==> config.mk <==
export PLATFORM = sky130hd
export DESIGN_NAME = umlaut_to_ascii_transliterator_flat
export DESIGN_NICKNAME = d
export VERILOG_FILES = /design/src/rtl/core/u2a_pkg.sv /design/src/rtl/core/u2a_if.sv /design/src/rtl/core/umlaut_to_ascii_transliterator.sv /design/src/flat_wrapper.sv
export VERILOG_INCLUDE_DIRS = /design/src /design/src/rtl/core
export SDC_FILE = /design/constraint.sdc
export NUM_CORES = 1
export LEC_CHECK = 0
export BUFFER_PORTS_ARGS = -buffer_cell sky130_fd_sc_hd__clkbuf_2
export CAP_MARGIN = 5
export CORE_UTILIZATION = 40
export DETAILED_ROUTE_END_ITERATION = 12
export HOLD_SLACK_MARGIN = 0.12
export PLACE_DENSITY_LB_ADDON = 0.12
export SKIP_LAST_GASP = 1
export SYNTH_ARGS = -nofsm -noshare
export SYNTH_HDL_FRONTEND = slang
export SYNTH_SLANG_ARGS = --single-unit
==> constraint.sdc <==
create_clock -name clk -period 4.2 [get_ports clk]
set_input_delay 0.84 -clock clk [delete_from_list [all_inputs] [get_ports clk]]
set_output_delay 0.84 -clock clk [all_outputs]
set_load 0.05 [all_outputs]
==> src/rtl/core/umlaut_to_ascii_transliterator_defines.svh <==
// Assertion macros for the umlaut transliterator.
// Included by the RTL files that carry concurrent checks; no other dependencies.
`ifndef UMLAUT_TO_ASCII_TRANSLITERATOR_DEFINES_SVH
`define UMLAUT_TO_ASCII_TRANSLITERATOR_DEFINES_SVH

// Same-cycle implication, disabled while reset is asserted.
`define U2A_ASSERT_IMPL(label, clk, rstn, ante, cons) \
  label: assert property (@(posedge clk) disable iff (!(rstn)) (ante) |-> (cons)) \
    else $error("u2a check failed: same-cycle implication");

// Next-cycle implication, disabled while reset is asserted.
`define U2A_ASSERT_NEXT(label, clk, rstn, ante, cons) \
  label: assert property (@(posedge clk) disable iff (!(rstn)) (ante) |=> (cons)) \
    else $error("u2a check failed: next-cycle implication");

`endif

==> src/rtl/core/u2a_pkg.sv <==
// Package for the umlaut transliterator: byte codes, vowel and sequencer types.
// No dependencies; used by the stream interfaces and the top level.
`timescale 1ns / 1ps

package u2a_pkg;

  localparam int BYTE_W          = 8;
  localparam int SPACE_DEPTH_DEF = 16;

  // ISO 8859-1 codes that get special treatment
  localparam logic [BYTE_W-1:0] CH_AE_LO   = 8'd228;
  localparam logic [BYTE_W-1:0] CH_OE_LO   = 8'd246;
  localparam logic [BYTE_W-1:0] CH_UE_LO   = 8'd252;
  localparam logic [BYTE_W-1:0] CH_SZ      = 8'd223;
  localparam logic [BYTE_W-1:0] CH_AE_UP   = 8'd196;
  localparam logic [BYTE_W-1:0] CH_OE_UP   = 8'd214;
  localparam logic [BYTE_W-1:0] CH_UE_UP   = 8'd220;
  localparam logic [BYTE_W-1:0] CH_SPACE   = 8'h20;
  localparam logic [BYTE_W-1:0] CH_NUL     = 8'h00;
  localparam logic [BYTE_W-1:0] CH_CAP_A   = 8'h41;
  localparam logic [BYTE_W-1:0] CH_CAP_Z   = 8'h5A;
  localparam logic [BYTE_W-1:0] CH_CAP_E   = 8'h45;
  localparam logic [BYTE_W-1:0] CH_CAP_O   = 8'h4F;
  localparam logic [BYTE_W-1:0] CH_CAP_U   = 8'h55;
  localparam logic [BYTE_W-1:0] CH_LOW_A   = 8'h61;
  localparam logic [BYTE_W-1:0] CH_LOW_E   = 8'h65;
  localparam logic [BYTE_W-1:0] CH_LOW_O   = 8'h6F;
  localparam logic [BYTE_W-1:0] CH_LOW_S   = 8'h73;
  localparam logic [BYTE_W-1:0] CH_LOW_U   = 8'h75;

  typedef enum logic [1:0] {
    VOW_NONE = 2'd0,
    VOW_A    = 2'd1,
    VOW_O    = 2'd2,
    VOW_U    = 2'd3
  } vowel_t;

  typedef enum logic [2:0] {
    ST_IDLE,
    ST_PAIR_HI,
    ST_PAIR_LO,
    ST_BUF,
    ST_CUR_HI,
    ST_CUR_LO
  } state_t;

  function automatic logic [BYTE_W-1:0] vowel_letter(input vowel_t v);
    logic [BYTE_W-1:0] r;
    unique case (v)
      VOW_A:   r = CH_CAP_A;
      VOW_O:   r = CH_CAP_O;
      default: r = CH_CAP_U;
    endcase
    return r;
  endfunction

endpackage

==> src/rtl/core/u2a_if.sv <==
// Stream interfaces of the umlaut transliterator: source byte channel, result channel.
// Depends on u2a_pkg for the byte width.
`timescale 1ns / 1ps

interface u2a_in_if;
  import u2a_pkg::*;
  logic              valid;
  logic              ready;
  logic [BYTE_W-1:0] in_byte;
  logic              end_of_data;

  modport source (output valid, in_byte, end_of_data, input ready);
  modport sink   (input valid, in_byte, end_of_data, output ready);
endinterface

interface u2a_out_if;
  import u2a_pkg::*;
  logic              valid;
  logic              ready;
  logic [BYTE_W-1:0] out_byte;
  logic              run_last;

  modport source (output valid, out_byte, run_last, input ready);
  modport sink   (input valid, out_byte, run_last, output ready);
endinterface

==> src/rtl/core/umlaut_to_ascii_transliterator.sv <==
// Umlaut transliterator top level: decode, whitespace buffer and byte sequencer.
// Depends on u2a_pkg, the u2a_if interfaces and the assertion macro header.
//
//  channel     | dir | payload                | accepted when
//  ------------+-----+------------------------+--------------------------
//  in_stream   | in  | in_byte, end_of_data   | valid && ready
//  out_stream  | out | out_byte, run_last     | valid && ready
//
// An item is decoded when accepted, and its result bytes then go out in
// turn: none when the byte is only held or buffered; on a flush the vowel
// pair, buffered whitespace, then any current bytes. The single output sequencer
// moves one byte a cycle; the whitespace buffer has one registered read port.
// Stalls on out_stream hold the sequencer; in_stream is ready only when idle.
// Reset clears the pending vowel, the buffer count and the sequencer; the
// buffer contents are not cleared and need no clearing pass.
`timescale 1ns / 1ps
`include "umlaut_to_ascii_transliterator_defines.svh"

module umlaut_to_ascii_transliterator #(
  parameter int SPACE_DEPTH = u2a_pkg::SPACE_DEPTH_DEF
) (
  input  logic      clk,
  input  logic      rst_n,
  u2a_in_if.sink    in_stream,
  u2a_out_if.source out_stream
);
  import u2a_pkg::*;

  localparam int AW = (SPACE_DEPTH > 1) ? $clog2(SPACE_DEPTH) : 1;
  localparam int CW = $clog2(SPACE_DEPTH + 1);
  localparam logic [CW-1:0] DEPTH_C = CW'(SPACE_DEPTH);

  // persistent state
  vowel_t            pending_r, pending_nxt;
  logic [CW-1:0]     count_r, count_nxt;
  logic [BYTE_W-1:0] space_mem [SPACE_DEPTH];
  logic [BYTE_W-1:0] mem_q_r;

  // sequencer and per-item plan
  state_t            state_r, state_nxt;
  logic [AW-1:0]     rd_ptr_r, rd_ptr_nxt;
  logic              flush_r, flush_nxt;
  logic [BYTE_W-1:0] letter_r, letter_nxt;
  logic [BYTE_W-1:0] pair_lo_r, pair_lo_nxt;
  logic [CW-1:0]     buf_n_r, buf_n_nxt;
  logic [1:0]        cur_n_r, cur_n_nxt;
  logic [BYTE_W-1:0] cur0_r, cur0_nxt;
  logic [BYTE_W-1:0] cur1_r, cur1_nxt;

  // output register
  logic              out_valid_r;
  logic [BYTE_W-1:0] out_byte_r;
  logic              out_last_r;

  // decode of the incoming byte
  logic [BYTE_W-1:0] b;
  logic              eod;
  logic              accept;
  logic              buf_wr;
  logic              step;
  logic              step_last;
  logic [BYTE_W-1:0] step_byte;
  logic              buf_last;
  logic [1:0]        pb_n;
  logic [BYTE_W-1:0] pb0, pb1;
  vowel_t            pb_code;

  assign b      = in_stream.in_byte;
  assign eod    = in_stream.end_of_data;
  assign accept = in_stream.valid && in_stream.ready;
  assign in_stream.ready = (state_r == ST_IDLE);
  assign step   = (state_r != ST_IDLE) && (!out_valid_r || out_stream.ready);
  assign buf_last = ((CW'(rd_ptr_r) + CW'(1)) == buf_n_r);

  // plain transliteration of the current byte
  always_comb begin
    pb_n    = 2'd1;
    pb0     = b;
    pb1     = CH_LOW_E;
    pb_code = VOW_NONE;
    case (b)
      CH_AE_LO: begin pb_n = 2'd2; pb0 = CH_LOW_A; end
      CH_OE_LO: begin pb_n = 2'd2; pb0 = CH_LOW_O; end
      CH_UE_LO: begin pb_n = 2'd2; pb0 = CH_LOW_U; end
      CH_SZ:    begin pb_n = 2'd2; pb0 = CH_LOW_S; pb1 = CH_LOW_S; end
      CH_AE_UP: pb_code = VOW_A;
      CH_OE_UP: pb_code = VOW_O;
      CH_UE_UP: pb_code = VOW_U;
      default:  ;
    endcase
    if (pb_code != VOW_NONE) begin
      // at end of stream the umlaut goes out mixed-case at once
      pb0  = vowel_letter(pb_code);
      pb_n = eod ? 2'd2 : 2'd0;
    end
  end

  // per-item plan and state update
  always_comb begin
    pending_nxt = pending_r;
    count_nxt   = count_r;
    flush_nxt   = flush_r;
    letter_nxt  = letter_r;
    pair_lo_nxt = pair_lo_r;
    buf_n_nxt   = buf_n_r;
    cur_n_nxt   = cur_n_r;
    cur0_nxt    = cur0_r;
    cur1_nxt    = cur1_r;
    buf_wr      = 1'b0;
    if (accept) begin
      flush_nxt   = 1'b0;
      letter_nxt  = vowel_letter(pending_r);
      pair_lo_nxt = CH_LOW_E;
      buf_n_nxt   = count_r;
      cur_n_nxt   = pb_n;
      cur0_nxt    = pb0;
      cur1_nxt    = pb1;
      pending_nxt = (pb_code != VOW_NONE && !eod) ? pb_code : VOW_NONE;
      count_nxt   = (pb_code != VOW_NONE && !eod) ? '0 : count_r;
      if (pending_r != VOW_NONE) begin
        if (b > CH_SPACE) begin
          flush_nxt = 1'b1;
          count_nxt = '0;
          if (b >= CH_CAP_A && b <= CH_CAP_Z) begin
            pair_lo_nxt = CH_CAP_E;
          end
        end else if (b == CH_NUL || eod || count_r >= DEPTH_C) begin
          flush_nxt   = 1'b1;
          count_nxt   = '0;
          pending_nxt = VOW_NONE;
          cur_n_nxt   = 2'd1;
          cur0_nxt    = b;
        end else begin
          // hold the umlaut, buffer the whitespace byte
          buf_wr      = 1'b1;
          pending_nxt = pending_r;
          count_nxt   = count_r + CW'(1);
          cur_n_nxt   = 2'd0;
        end
      end
    end
  end

  // sequencer next state
  always_comb begin
    state_nxt  = state_r;
    rd_ptr_nxt = rd_ptr_r;
    unique case (state_r)
      ST_IDLE: begin
        rd_ptr_nxt = '0;
        if (accept) begin
          if (flush_nxt) begin
            state_nxt = ST_PAIR_HI;
          end else if (cur_n_nxt != 2'd0) begin
            state_nxt = ST_CUR_HI;
          end
        end
      end
      ST_PAIR_HI: if (step) state_nxt = ST_PAIR_LO;
      ST_PAIR_LO: begin
        if (step) begin
          if (buf_n_r != '0) begin
            state_nxt = ST_BUF;
          end else if (cur_n_r != 2'd0) begin
            state_nxt = ST_CUR_HI;
          end else begin
            state_nxt = ST_IDLE;
          end
        end
      end
      ST_BUF: begin
        if (step) begin
          if (!buf_last) begin
            rd_ptr_nxt = rd_ptr_r + AW'(1);
          end else if (cur_n_r != 2'd0) begin
            state_nxt = ST_CUR_HI;
          end else begin
            state_nxt = ST_IDLE;
          end
        end
      end
      ST_CUR_HI: if (step) state_nxt = (cur_n_r == 2'd2) ? ST_CUR_LO : ST_IDLE;
      ST_CUR_LO: if (step) state_nxt = ST_IDLE;
      default:   state_nxt = ST_IDLE;
    endcase
  end

  // sequencer outputs: byte and last flag of the current step
  always_comb begin
    step_byte = cur0_r;
    step_last = 1'b0;
    unique case (state_r)
      ST_IDLE:    ;
      ST_PAIR_HI: step_byte = letter_r;
      ST_PAIR_LO: begin
        step_byte = pair_lo_r;
        step_last = (buf_n_r == '0) && (cur_n_r == 2'd0);
      end
      ST_BUF: begin
        step_byte = mem_q_r;
        step_last = buf_last && (cur_n_r == 2'd0);
      end
      ST_CUR_HI: step_last = (cur_n_r != 2'd2);
      ST_CUR_LO: begin
        step_byte = cur1_r;
        step_last = 1'b1;
      end
      default: ;
    endcase
  end

  always_ff @(posedge clk) begin
    if (!rst_n) begin
      state_r     <= ST_IDLE;
      pending_r   <= VOW_NONE;
      count_r     <= '0;
      out_valid_r <= 1'b0;
      rd_ptr_r    <= '0;
    end else begin
      state_r   <= state_nxt;
      pending_r <= pending_nxt;
      count_r   <= count_nxt;
      rd_ptr_r  <= rd_ptr_nxt;
      if (step) begin
        out_valid_r <= 1'b1;
      end else if (out_stream.ready) begin
        out_valid_r <= 1'b0;
      end
    end
  end

  always_ff @(posedge clk) begin
    flush_r   <= flush_nxt;
    letter_r  <= letter_nxt;
    pair_lo_r <= pair_lo_nxt;
    buf_n_r   <= buf_n_nxt;
    cur_n_r   <= cur_n_nxt;
    cur0_r    <= cur0_nxt;
    cur1_r    <= cur1_nxt;
    if (step) begin
      out_byte_r <= step_byte;
      out_last_r <= step_last;
    end
  end

  // whitespace buffer: one write port, one registered read port
  always_ff @(posedge clk) begin
    if (buf_wr) begin
      space_mem[count_r[AW-1:0]] <= b;
    end
    mem_q_r <= space_mem[rd_ptr_nxt];
  end

  assign out_stream.valid    = out_valid_r;
  assign out_stream.out_byte = out_byte_r;
  assign out_stream.run_last = out_last_r;

  `U2A_ASSERT_IMPL(a_count_bound, clk, rst_n, 1'b1, count_r <= DEPTH_C)
  `U2A_ASSERT_IMPL(a_idle_count, clk, rst_n, pending_r == VOW_NONE, count_r == '0)
  `U2A_ASSERT_IMPL(a_buf_ptr, clk, rst_n, state_r == ST_BUF, CW'(rd_ptr_r) < buf_n_r)
  `U2A_ASSERT_NEXT(a_last_idle, clk, rst_n, step && step_last, state_r == ST_IDLE)
  `U2A_ASSERT_NEXT(a_flush_start, clk, rst_n, accept && flush_nxt, state_r == ST_PAIR_HI)

endmodule
==> src/flat_wrapper.sv <==
// flat-port wrapper written by rule: the top's interface ports become plain ports
module umlaut_to_ascii_transliterator_flat import u2a_pkg::*;
#(
  parameter int SPACE_DEPTH = u2a_pkg::SPACE_DEPTH_DEF
)
  (clk, rst_n, in_stream_valid, in_stream_in_byte, in_stream_end_of_data, in_stream_ready, out_stream_valid, out_stream_out_byte, out_stream_run_last, out_stream_ready);
  u2a_in_if in_stream_i ();
  u2a_out_if out_stream_i ();
  input  logic clk;
  input  logic rst_n;
  input wire logic [$bits(in_stream_i.valid)-1:0] in_stream_valid;
  input wire logic [$bits(in_stream_i.in_byte)-1:0] in_stream_in_byte;
  input wire logic [$bits(in_stream_i.end_of_data)-1:0] in_stream_end_of_data;
  output wire logic [$bits(in_stream_i.ready)-1:0] in_stream_ready;
  output wire logic [$bits(out_stream_i.valid)-1:0] out_stream_valid;
  output wire logic [$bits(out_stream_i.out_byte)-1:0] out_stream_out_byte;
  output wire logic [$bits(out_stream_i.run_last)-1:0] out_stream_run_last;
  input wire logic [$bits(out_stream_i.ready)-1:0] out_stream_ready;
  assign in_stream_i.valid = in_stream_valid;
  assign in_stream_i.in_byte = in_stream_in_byte;
  assign in_stream_i.end_of_data = in_stream_end_of_data;
  assign in_stream_ready = in_stream_i.ready;
  assign out_stream_valid = out_stream_i.valid;
  assign out_stream_out_byte = out_stream_i.out_byte;
  assign out_stream_run_last = out_stream_i.run_last;
  assign out_stream_i.ready = out_stream_ready;
  umlaut_to_ascii_transliterator #(.SPACE_DEPTH(SPACE_DEPTH)) u_core (.clk(clk), .rst_n(rst_n), .in_stream(in_stream_i), .out_stream(out_stream_i));
endmodule
==> impl_results.md <==
* Cell Area, Synth at approximately 8000 µm²
* Final worst setup slack at 0.7049 ns
* Vias in the first global route at approximately 4800
* Worst path slowest cell: nor2_2
* DR vias/cell at 5.459
* Max-cap violations at 0
* Ports at 24
* Clock buffer depth at 2
* CTS tree: done
* Max incr delay on CP at roughly 0.54 ns
* First-pass GRT wire length at between 20 and 30 mm
* Worst r2r path cells at 10
* Post-Layout Cell Count at between 900 and 1000
* EDFF count, synth at 156
* Buffer and inverter count on the worst path at 1
* Part of the Yosys area used for sequential elements at 0.6438
* Final Skew at between 0.01 and 0.015 ns
* Clock power frac at 0.334
* Async SR Flop Fraction at 0
* Setup_tns at 0 ns
* Synth warnings at 0
* Final Setup Violations at 0
* Tmin final at approximately 3.5 ns
* Int Power at about 3.2 mW
* Via Count at 5050
* Die X at roughly 140 µm
* Die area at 20790 µm²
* Setup crit start kind: flop
* Element type at the critical path end: flop
* Num CTS Buffers at 17
* Measured slew at the worst slew-check pin at approximately 0.78 ns
* Initial antenna violation count at 0
* Req. time, crit path at between 4 and 5 ns
* Worst Setup EP: u_core.mem_q_r[7]
* Diode count at 0
* Hold_sp: u_core.cur_n_r[1]
* Worst path cell trace: ha_1 > xnor2_1 > nand2_1 > or3_4 > o21ai_4 > mux2i_1 > buf_4 > nor2_2 > a221oi_1 > a22o_1
* Drt total wl at between 15 and 20 mm
* Clock transition at path regs at approximately 0.07 ns
* DR WL/cell at a little over 20 µm
* Share of cells above drive strength 1 at 0.1955
* Fmax at 0.2861 GHz
* Root Buffer: clkbuf_16
* Critical path peak fanout at 14
* P_leak at 3.443 nW
* FF/Latch Area at about 5200 µm²
* Dpl ws at about 0.53 ns
* GRT overflow at 0
* WP depth at 10
* Pwr dens at 509.7 nW/µm²
* Routability cong. at just under 0.9
* Initial drt markers at roughly 430
* Worst R2R End: u_core.mem_q_r[7]
* Row count at 51
* Commonest non-fill, non-tap cells in the layout: 156 x edfxtp_1, 52 x mux2i_1, 48 x nand2_1
* Switching Fraction at 0.3229
* Post-CTS setup repair buffer count at 0
* Pre-antenna DRT Iters at 5
* Worst path top cell family by delay: simple AND/OR/NAND/NOR gates
* Period utilization at 0.8322
* Peak supply drop at 0.0002780 V
* Most common cell after layout, fill and taps aside: edfxtp_1
* Area of the multi-input gates at roughly 2600 µm²
* Largest net degree at the start of global routing at 57
* Worst-Skew Late Latency at between 0.4 and 0.5 ns
* Sequential share of power at 0.470
* Prevailing post-synth register cell: edfxtp_1
* Core ar. at approximately 20000 µm²
* Setup CP Type: reg2reg
* Netlist cell types at 74
* Total GRT Usage at 0.1953
* DPL Wire Length at between 10 and 15 mm
* Syn Area/Cell at around 14 µm²
* R2r startpoint: u_core.rd_ptr_r[0]
* Mapped Nets at 620
* H-tree Lvls at 4
* R2R setup slack at 0.70 ns
* Clock Sinks at between 150 and 200
* Fin nets at roughly 670
* # hold bufs at CTS at 0
* Fin. Hold Viols at 0
* RSZ-0062 raised after global routing: false
* Placed cell count at about 900
* Synthesis-to-finish area growth at 13.83%
* Worst setup path start: u_core.rd_ptr_r[0]
* Initial Utilization at 0.4114
* Resized Gates After CTS at 0
* Synthesized instance count at about 600
* Status: complete, no violations
* Number of synthesized register bits at roughly 180
* Logic gate share of total power at 0.195
* NetSw at ~1.5 mW
* Slew Limit Fails at 0
* Worst Hold Class: reg2reg
* Die Y at ~140 µm
* Number of fillers in the final layout at 1796
* Post-DRT Antenna Nets at 0
* DRC viols at 0
* IO buf count at 23
* Worst Path Arrival at around 3.8 ns
* Worst slew margin at 0.4745
==> state kept, by name, summed over array words and instances (netlist names), 2 cells and up <==
register                    count
u_core.out_stream.out_byte      8
u_core.buf_n_r                  5
u_core.pending_r                2
u_core.mem_q_r                  8
u_core.count_r                  5
u_core.space_mem              128
u_core.letter_r                 3
u_core.cur0_r                   8
u_core.state_r                  3
u_core.rd_ptr_r                 4
u_core.cur1_r                   2
u_core.cur_n_r                  2
==> logic make-up after synthesis <==
family | share of synthesized area
buffers and inverters | 0.03466
AO/OA/AOI/OAI | 0.1320
flip-flops | 0.6438
XOR/XNOR | 0.007583
AND/OR/NAND/NOR | 0.09409
adder cells (fa/ha/maj) | 0.01702
multiplexers | 0.07088
==> Yosys cell counts (3+ instances only) <==
library cell	n	area, µm²
a21oi_1	22	110.1
inv_1	23	86.33
nand3_1	4	20.02
nor3_1	15	75.07
ha_1	11	137.6
buf_6	6	67.56
a22oi_1	9	67.56
o211ai_1	4	30.03
nand2_1	48	180.2
nand2b_1	5	31.28
dfxtp_1	26	520.5
a31oi_1	12	75.07
a22o_1	10	87.58
nor2_1	44	165.2
o22ai_1	6	37.54
xor2_1	3	26.28
o21ai_1	3	15.01
nor2b_1	6	37.54
a221oi_1	21	183.9
nor2_2	6	37.54
clkbuf_1	9	33.78
edfxtp_1	156	4684
o21ai_0	12	60.06
a21o_1	4	30.03
a2111oi_2	7	105.1
o21a_1	3	22.52
nand4_1	3	18.77
mux2i_1	52	520.5
buf_2	6	30.03
xnor2_1	4	35.03
==> final cells by class <==
class,instances,area share
Clock buffer,17,0.04622
Clock inverter,15,0.01713
Inverter,25,0.01020
Multi-Input combinational cell,363,0.2825
Sequential cell,182,0.5655
Tap cell,265,0.03603
Timing Repair Buffer,58,0.04241
==> tightest hold or removal path, delay by kind of cell, from the launching register on <==
family             cells  cell delay (ns)
AOI/OAI and AO/OA      1             0.07
and+or+nand+nor        1             0.05
DFF                    1             0.33
==> how the worst min path moves through the flow <==
stage	slack, ns	depth (start not counted)	end
6_report	0.50	2	u_core.cur_n_r[1]
3_3_place_gp	0.48	2	u_core.cur_n_r[1]
3_5_place_dp	0.48	2	u_core.cur_n_r[1]
2_1_floorplan	0.41	0	u_core.buf_n_r[2]
4_1_cts	0.49	2	u_core.cur_n_r[1]
5_1_grt	0.51	2	u_core.cur_n_r[1]
==> power groups by stage <==
stage               clock network, mW  registers [mW]  logic (mW)
global route                     1.68            2.22       0.992
detailed placement                  0            2.24       0.922
global placement                    0            2.24       0.915
floorplan                           0            2.37       0.528
CTS                              1.59            2.20       0.923
finish                           1.57            2.21       0.917
==> through the flow <==
step                utilization  total power [mW]  area (µm²)  hold slack (ns)
CTS                      0.4683             4.717        9204           0.4886
global placement         0.4386             3.152        8621           0.4773
global route             0.4683             4.887        9204           0.5138
detailed placement       0.4386             3.164        8621           0.4784
finish                   0.4683             4.691        9204           0.4959
floorplan                     -             2.898        8085           0.4064
==> per-layer routing <==
layer | wire length (µm) | global-route usage | vias up
met4 | 282 | 0.05540 | 0
met3 | 741 | 0.04272 | 19
met1 | 8990 | 0.2743 | 2531
li1 | - | - | 2393
met5 | 0 | 0 | -
met2 | 9118 | 0.3036 | 107
No activity file was read; power rests on OpenSTA's default activity.
